<file path="src/sv/lrg_ram.sv">
// Generic single write port RAM with a registered read port.
module lrg_ram #(
  parameter int Width = 8,
  parameter int Depth = 16
) (
  input  logic                     clk_i,
  input  logic                     we_i,
  input  logic [$clog2(Depth)-1:0] waddr_i,
  input  logic [Width-1:0]         wdata_i,
  input  logic [$clog2(Depth)-1:0] raddr_i,
  output logic [Width-1:0]         rdata_o
);

  logic [Width-1:0] mem_q [Depth];
  logic [Width-1:0] rdata_q;

  always_ff @(posedge clk_i) begin
    if (we_i) begin
      mem_q[waddr_i] <= wdata_i;
    end
    rdata_q <= mem_q[raddr_i];
  end

  assign rdata_o = rdata_q;

endmodule

</file>
<file path="config.mk">
export PLATFORM = sky130hd
export DESIGN_NAME = lrg_ram
export DESIGN_NICKNAME = d
export VERILOG_FILES = /design/src/sv/lrg_ram.sv
export SDC_FILE = /design/constraint.sdc
export NUM_CORES = 1
export LEC_CHECK = 0
export BUFFER_PORTS_ARGS = -buffer_cell sky130_fd_sc_hd__clkbuf_2
export CAP_MARGIN = 20
export CELL_PAD_IN_SITES_DETAIL_PLACEMENT = 0
export CELL_PAD_IN_SITES_GLOBAL_PLACEMENT = 1
export CORE_ASPECT_RATIO = 0.5
export CORE_MARGIN = 1.5
export CORE_UTILIZATION = 30
export DETAILED_ROUTE_END_ITERATION = 6
export PLACE_DENSITY = 0.5
export SETUP_SLACK_MARGIN = 0.4
export SKIP_CTS_REPAIR_TIMING = 1
export SLEW_MARGIN = 0
export SYNTH_ARGS = -nofsm -noshare
export SYNTH_HDL_FRONTEND = slang
export SYNTH_SLANG_ARGS = --single-unit
</file>
<file path="constraint.sdc">
create_clock -name clk_i -period 1.9 [get_ports clk_i]
set_input_delay 0.095 -clock clk_i [delete_from_list [all_inputs] [get_ports clk_i]]
set_output_delay 0.095 -clock clk_i [all_outputs]
set_load 0.02 [all_outputs]
</file>
# Word-level counts from Yosys, hierarchy flattened
# Memories as Yosys holds them, arrays and structs flattened. A register that Yosys moved wholly into a read port is not among the register bits.
# Index checks and enable logic that the tools add are counted.
dict set report totals {
  latch_bits 0
  out_inout_bits 8
  mem_count 1
  in_bits 18
  mem_bits_ro 0
  reg_bits 0
  mem_bits_rw 128
  wordCells 3
}
dict set report op_classes {
  n_addsub 0
  n_div 0
  muxes 2
  shifts 0
  reduce_logical 0
  mul 0
  order_cmp 0
  bitwise_logic 0
  n_eq_ne 0
}
# name depth word_bits read_ports rd_ports_with_merged_regs wr line
set memory_table {}
lappend memory_table {mem_q 16 8 1 1 1 14} ;# logic [Width-1:0] mem_q [Depth];
# operator count
set ops {}
lappend ops {{1-bit two-way mux} 2}

# Logic depth before layout (Yosys ltp)
# Gate-level depths: netlist of the first run.
dict set report logic_depth {
  depth_word 2
  depth_mapped 5
  depth_no_buf 3
}

# Worst setup path before layout of the first run
# Ideal clock, no wire load.
dict set report synth_path {
  path_type {input port to flip-flop}
  startpoint {in waddr_i[2]}
  endpoint {mem mem_q[0][0] (enable)}
  slack_ns 0.312
  required_time_ns 1.517
  setup_time_ns 0.383
  path_buffers 0
  cell_stages 2
  arrival_ns 1.205
  path_cell_list {or3b_2 > nor3_1}
}
# item line
set synth_rtl {}
lappend synth_rtl {{from (decl)} 8} ;# input logic [$clog2(Depth)-1:0] waddr_i,
lappend synth_rtl {{to (decl)} 14}
# No word-level cell before the write port.

==> results of run 1 <==
state kept, by name (all words and copies together), names as in the netlist:
| signal | flops |
|---|---|
| mem_q | 128 |
| rdata_o | 8 |
logic make-up (layout without fill, tap and decap cells):
logic type	Yosys count	in the layout	synth area share (%)
mux	32	32	15.0
flops	136	136	77.8
simple gates	35	35	3.18
compound gates	16	16	2.33
buf+inv	10	78	1.68
cell type report:
type | count | area (sq um) | area share (%)
multi-input combinational | 83 | 1070 | 17.0
clock buffer | 20 | 447 | 7.13
sequential | 136 | 4000 | 63.9
clock inverter | 12 | 153 | 2.44
timing repair buffer | 46 | 308 | 4.92
tap | 227 | 284 | 4.54
through the flow:
step	instance area (sq um)	power, W	setup WS [ps]	utilization (%)
6_report	6260	0.00700	438	37.8
5_1_grt	6260	0.00722	401	37.8
4_1_cts	6260	0.00707	443	37.8
3_5_place_dp	5660	0.00379	253	34.2
3_3_place_gp	5660	0.00379	240	34.2
2_1_floorplan	5150	0.00363	539	-
Yosys cell counts, types with 2 or more instances:
| master | count |
|---|---|
| mux4_2 | 18 |
| nor3_1 | 4 |
| a22oi_1 | 16 |
| dfxtp_1 | 8 |
| nand2b_1 | 2 |
| edfxtp_1 | 128 |
| buf_6 | 3 |
| nand3b_1 | 2 |
| mux4_1 | 14 |
| nor2_1 | 13 |
| buf_2 | 3 |
| clkdlybuf4s25_2 | 3 |
| nand2_1 | 9 |
cell usage in the layout (no fill, tap or decap), types with 3 or more instances in the layout:
cell type   synthesis  final
edfxtp_1          128    128
clkbuf_2            0     25
buf_4               1     19
mux4_2             18     18
clkbuf_16           0     17
a22oi_1            16     15
mux4_1             14     14
nor2_1             13     13
nand2_1             9      9
dfxtp_1             8      8
nor3_1              4      3
bufinv_16           0      3
clkinv_4            0      3
clkinvlp_4          0      3
layer usage:
metal	share of wire [%]	vias up	track usage (%)
li1	-	1085	-
met1	53	1293	18.8
met2	43	43	18.8
met3	2.8	10	2.94
met4	1.2	0	6.00
met5	0	-	0
worst max path at each step:
stage	from	to	slack [ps]	cells past startpoint
CTS	mem_q[15][7]	rdata_o[7]	440	3
detailed placement	raddr_i[0]	rdata_o[3]	250	5
global route	mem_q[15][7]	rdata_o[7]	400	3
global placement	raddr_i[0]	rdata_o[0]	240	5
floorplan	waddr_i[2]	mem_q[3][0]	540	2
finish	mem_q[14][7]	rdata_o[7]	440	3
worst max-delay path: cells and delay by family (launching register included):
family	cells	cell delay, ps
multiplexers	1	500
AO/OA/AOI/OAI	1	330
AND/OR/NAND/NOR	1	130
flip-flops	1	360
where the power goes:
group,switching [W],leakage [nW],internal [W]
Combinational,0.000209,0.596,0.000138
Sequential,0.0000244,1.22,0.00336
Clock,0.00118,0.284,0.00209
Total,0.00142,2.10,0.00559
==> run metrics, run 1 <==
share of cells above drive strength 1=roughly 32%; Post-DP HPWL=slightly below 7000 microns; Core Region=approximately 17000 sq um; Tot GR Track Use=about an eighth; Clock transition at path regs=~60 ps; starting density of the core=31.1%; CP Launch Type=flip-flop; pin slew with the least headroom to its limit=434 ps; # port buffers=25; dominant synthesized flop cell=edfxtp_1; Vias=~2400; Post-Syn Instances=about 230; Core Rows=33; reg-to-reg critical path startpoint=mem_q[14][7]; Final Max Tran Viols=0; Yosys warnings=0; final period utilization=approximately three quarters; placed insts=around 490; io pins=26; total CTS buffers=17; nets=302; relative slew slack=71.1%; Tmin final=1460 ps; antenna violations before repair=0; Max Cap Viol=0; # H-tree levels=4; CTS Sinks=136; slowest stage cell, crit path=mux4_2; hold_sp=wdata_i[5]; DIE AREA=between 15000 and 20000 sq um; # fillers=1493; syn nets=between 200 and 250; outcome=completed; ant diodes=0; Mean Syn Cell Area=roughly 22 sq um; drt wl/cell=between 20 and 25 microns; fin cells=about 520; ANT nets after route=0; clk buf depth=2; clk_lat worst skew=roughly 410 ps; Critical Path AT=~1700 ps; Synth top area share=74.7%; Worst R2R Setup Slack=about 440 ps; Yosys top cell by area=edfxtp_1; worst-path fanout max=1; Residual DRC=0; Area Overhead vs Synth=21.7%; largest net degree at the start of global routing=33; RD Place Congestion=0.704; TritonRoute pass-1 iters=4; Vias/cell=between 4 and 5; hold slack=roughly 120 ps; die extent in x=around 190 microns; Finish-stage setup viols=0; root buf cell=clkbuf_16; RSZ-0062 raised after global routing=false; vias in the first global route=about 2500; DR iter-0 viols=197; Pleak=approximately 2.1 nW; Yosys cell types=19; first-pass GRT wire length=between 15000 and 20000 microns; Post-Route WL=10800 microns; worst stage delay on the critical path=roughly 500 ps; ordered list of cells on the worst path=mux4_2 -> a22oi_1 -> nand2_1; Worst R2R Path Depth=3; Synth Cell Area=about 5100 sq um; Setup TNS=0 ps; cell depth of the worst hold path=1; chip height=95.6 microns; GRT overflow=0; Worst Hold Class=input pin to flip-flop; number of synthesized flops with an enable pin=~130; RR Endpoint=rdata_o[7]; synthesized flop and latch total=between 100 and 150; Worst IR Drop VDD=~430 uV; CP Capture Type=flip-flop; top cells by area, synth=edfxtp_1, mux4_2, mux4_1; Async SR Flop Fraction=0%; fmax=684 MHz; CP required=between 2000 and 2500 ps; Power Density=~1100 nW/um^2; WS Path Type=flip-flop to flip-flop; worst hold endpoint=mem_q[2][5]; final hold violation count=0; CTS tree=done; Seq/Total Area, Yosys=a little under 80%; Fin Clk Skew=8.84 ps
(Power assumes the default switching activity.)
==> run 2: changes to the inputs <==
clock period = 1.45 ns   (was 1.9 ns; I/O delays follow)
==> run 2 against run 1 <==
Register-to-register slack lost 300 ps. Core utilization grew 0.51 points. Sequential power grew 31%. Clock power grew 32%. Sequential share of layout area shrank 0.86 points. Sequential cell count is the same. Via count grew 0.41%.
==> run metrics, run 2 (same netlist as run 1, synthesis figures left out) <==
outcome=completed; final period utilization=90.2% (+13 points); CP Launch Type=flip-flop; Core Rows=33 (unchanged); ordered list of cells on the worst path=mux4_2 -> a22oi_2 -> buf_4 -> nand2_2; Core Util, Final=38.3% (+0.51 points); slowest stage cell, crit path=mux4_2; Clock transition at path regs=60 ps (about the same); largest net degree at the start of global routing=17 (-48%); total design power=0.00927 W (+32%); CP Capture Type=flip-flop; # port buffers=25 (unchanged); Tot GR Track Use=13.3% (+0.23 points); final hold violation count=0 (unchanged); antenna violations before repair=0 (unchanged); pin slew with the least headroom to its limit=920 ps (+486 ps); drt wl/cell=20.6 microns (+0.16%); commonest non-fill, non-tap cell in the layout=edfxtp_1; WS Path Type=flip-flop to flip-flop; clk_lat worst skew=410 ps (about the same); Core Region=16600 sq um (unchanged); Max Cap Viol=0 (unchanged); DR iter-0 viols=218 (+11%); RSZ-0062 raised after global routing=true; TritonRoute pass-1 iters=4 (unchanged); relative slew slack=38.6% (-33 points); DIE AREA=18000 sq um (unchanged); starting density of the core=31.1% (unchanged); Finish-stage setup viols=0 (unchanged); hold slack=110 ps (-6.60 ps); share of cells above drive strength 1=42.5% (+10 points); io pins=26 (unchanged); Final Max Tran Viols=0 (unchanged); Fin Clk Skew=10.6 ps (+1.79 ps); root buf cell=clkbuf_16; Area Overhead vs Synth=23.3%; ant diodes=0 (unchanged); Vias=2441 (+0.41%); Worst Hold Class=input pin to flip-flop; # H-tree levels=4 (unchanged); Vias/cell=4.64 (about the same); worst-path fanout max=1 (unchanged); total CTS buffers=17 (unchanged); Post-DP HPWL=7150 microns (+3.9%); CP required=1750 ps (-420 ps); Critical Path AT=1610 ps (-120 ps); Post-Route WL=10900 microns (+0.55%); clk buf depth=2 (unchanged); max FFs per register=128 (unchanged); fmax=764 MHz (+12%); Tmin final=1310 ps (-154 ps); Worst IR Drop VDD=758 uV (+75%); CTS tree=done; chip height=95.6 microns (unchanged); Residual DRC=0 (unchanged); RD Place Congestion=0.709 (+0.70%); worst stage delay on the critical path=480 ps (-20 ps); CTS Sinks=136 (unchanged); vias in the first global route=2604 (+5.3%); nets=304 (+0.66%); most frequent cells in the layout=edfxtp_1, mux4_2, clkbuf_2, buf_4, clkbuf_16; GRT overflow=0 (unchanged); family with the most delay on the worst path=multiplexers; Pleak=2.07 nW (-1.4%); die extent in x=188 microns (unchanged); first-pass GRT wire length=16500 microns (+2.9%); ANT nets after route=0 (unchanged); most flop-heavy register=mem_q; buffer and inverter count on the worst path=1 (+1); Power Density=1460 nW/um^2 (+31%)
run 2: cell count changes in the layout (fill, tap and decap cells not counted), moves of 3 or more:
| cell | change |
|---|---|
| nor2_4 | +3 |
| a22oi_2 | +6 |
| mux4_2 | +14 |
| nor2_1 | -3 |
| buf_12 | +3 |
| nor3_1 | -3 |
| mux4_1 | -14 |
| a22oi_1 | -6 |
run 2: through the flow:
stage	setup WS (ps)	instance area, sq um	instances	setup TNS [ps]
floorplan	244	5180	229	0
global placement	-150	5700	494	-628
detailed placement	-134	5700	494	-583
CTS	35.8	6310	526	0
global route	92.2	6350	526	0
finish	141	6350	526	0
run 2: final cells by class:
class,instances,area [sq um]
multi-input cells,83,1090
repair buffers,48,363
clock buffers,18,429
clock inverters,14,174
well taps,227,284
flip-flops and latches,136,4000
fillers,1499,10200
run 2: report_power, final:
group | total (W) | internal, W | leakage [nW] | switching, W
sequential | 0.00442 | 0.00440 | 1.22 | 0.0000265
combinational | 0.000511 | 0.000211 | 0.568 | 0.000299
clock | 0.00433 | 0.00271 | 0.283 | 0.00162
total | 0.00927 | 0.00732 | 2.07 | 0.00194
run 2: routing by layer:
metal | vias to the layer above | track usage, % | wire (microns)
li1 | 1078 | - | -
met1 | 1309 | 17.9 | 5160
met2 | 46 | 21.3 | 5150
met3 | 8 | 2.87 | 451
met4 | 0 | 4.80 | 87
met5 | - | 0 | 0
run 2: path summary, 6_finish.rpt:
path	startpoint	endpoint	slack, ps	cells past startpoint
max	mem_q[3][1]	rdata_o[1]	140	4
min	wdata_i[7]	mem_q[4][7]	110	1
max reg2reg	mem_q[3][1]	rdata_o[1]	140	4
min reg2reg	mem_q[15][6]	rdata_o[6]	690	3
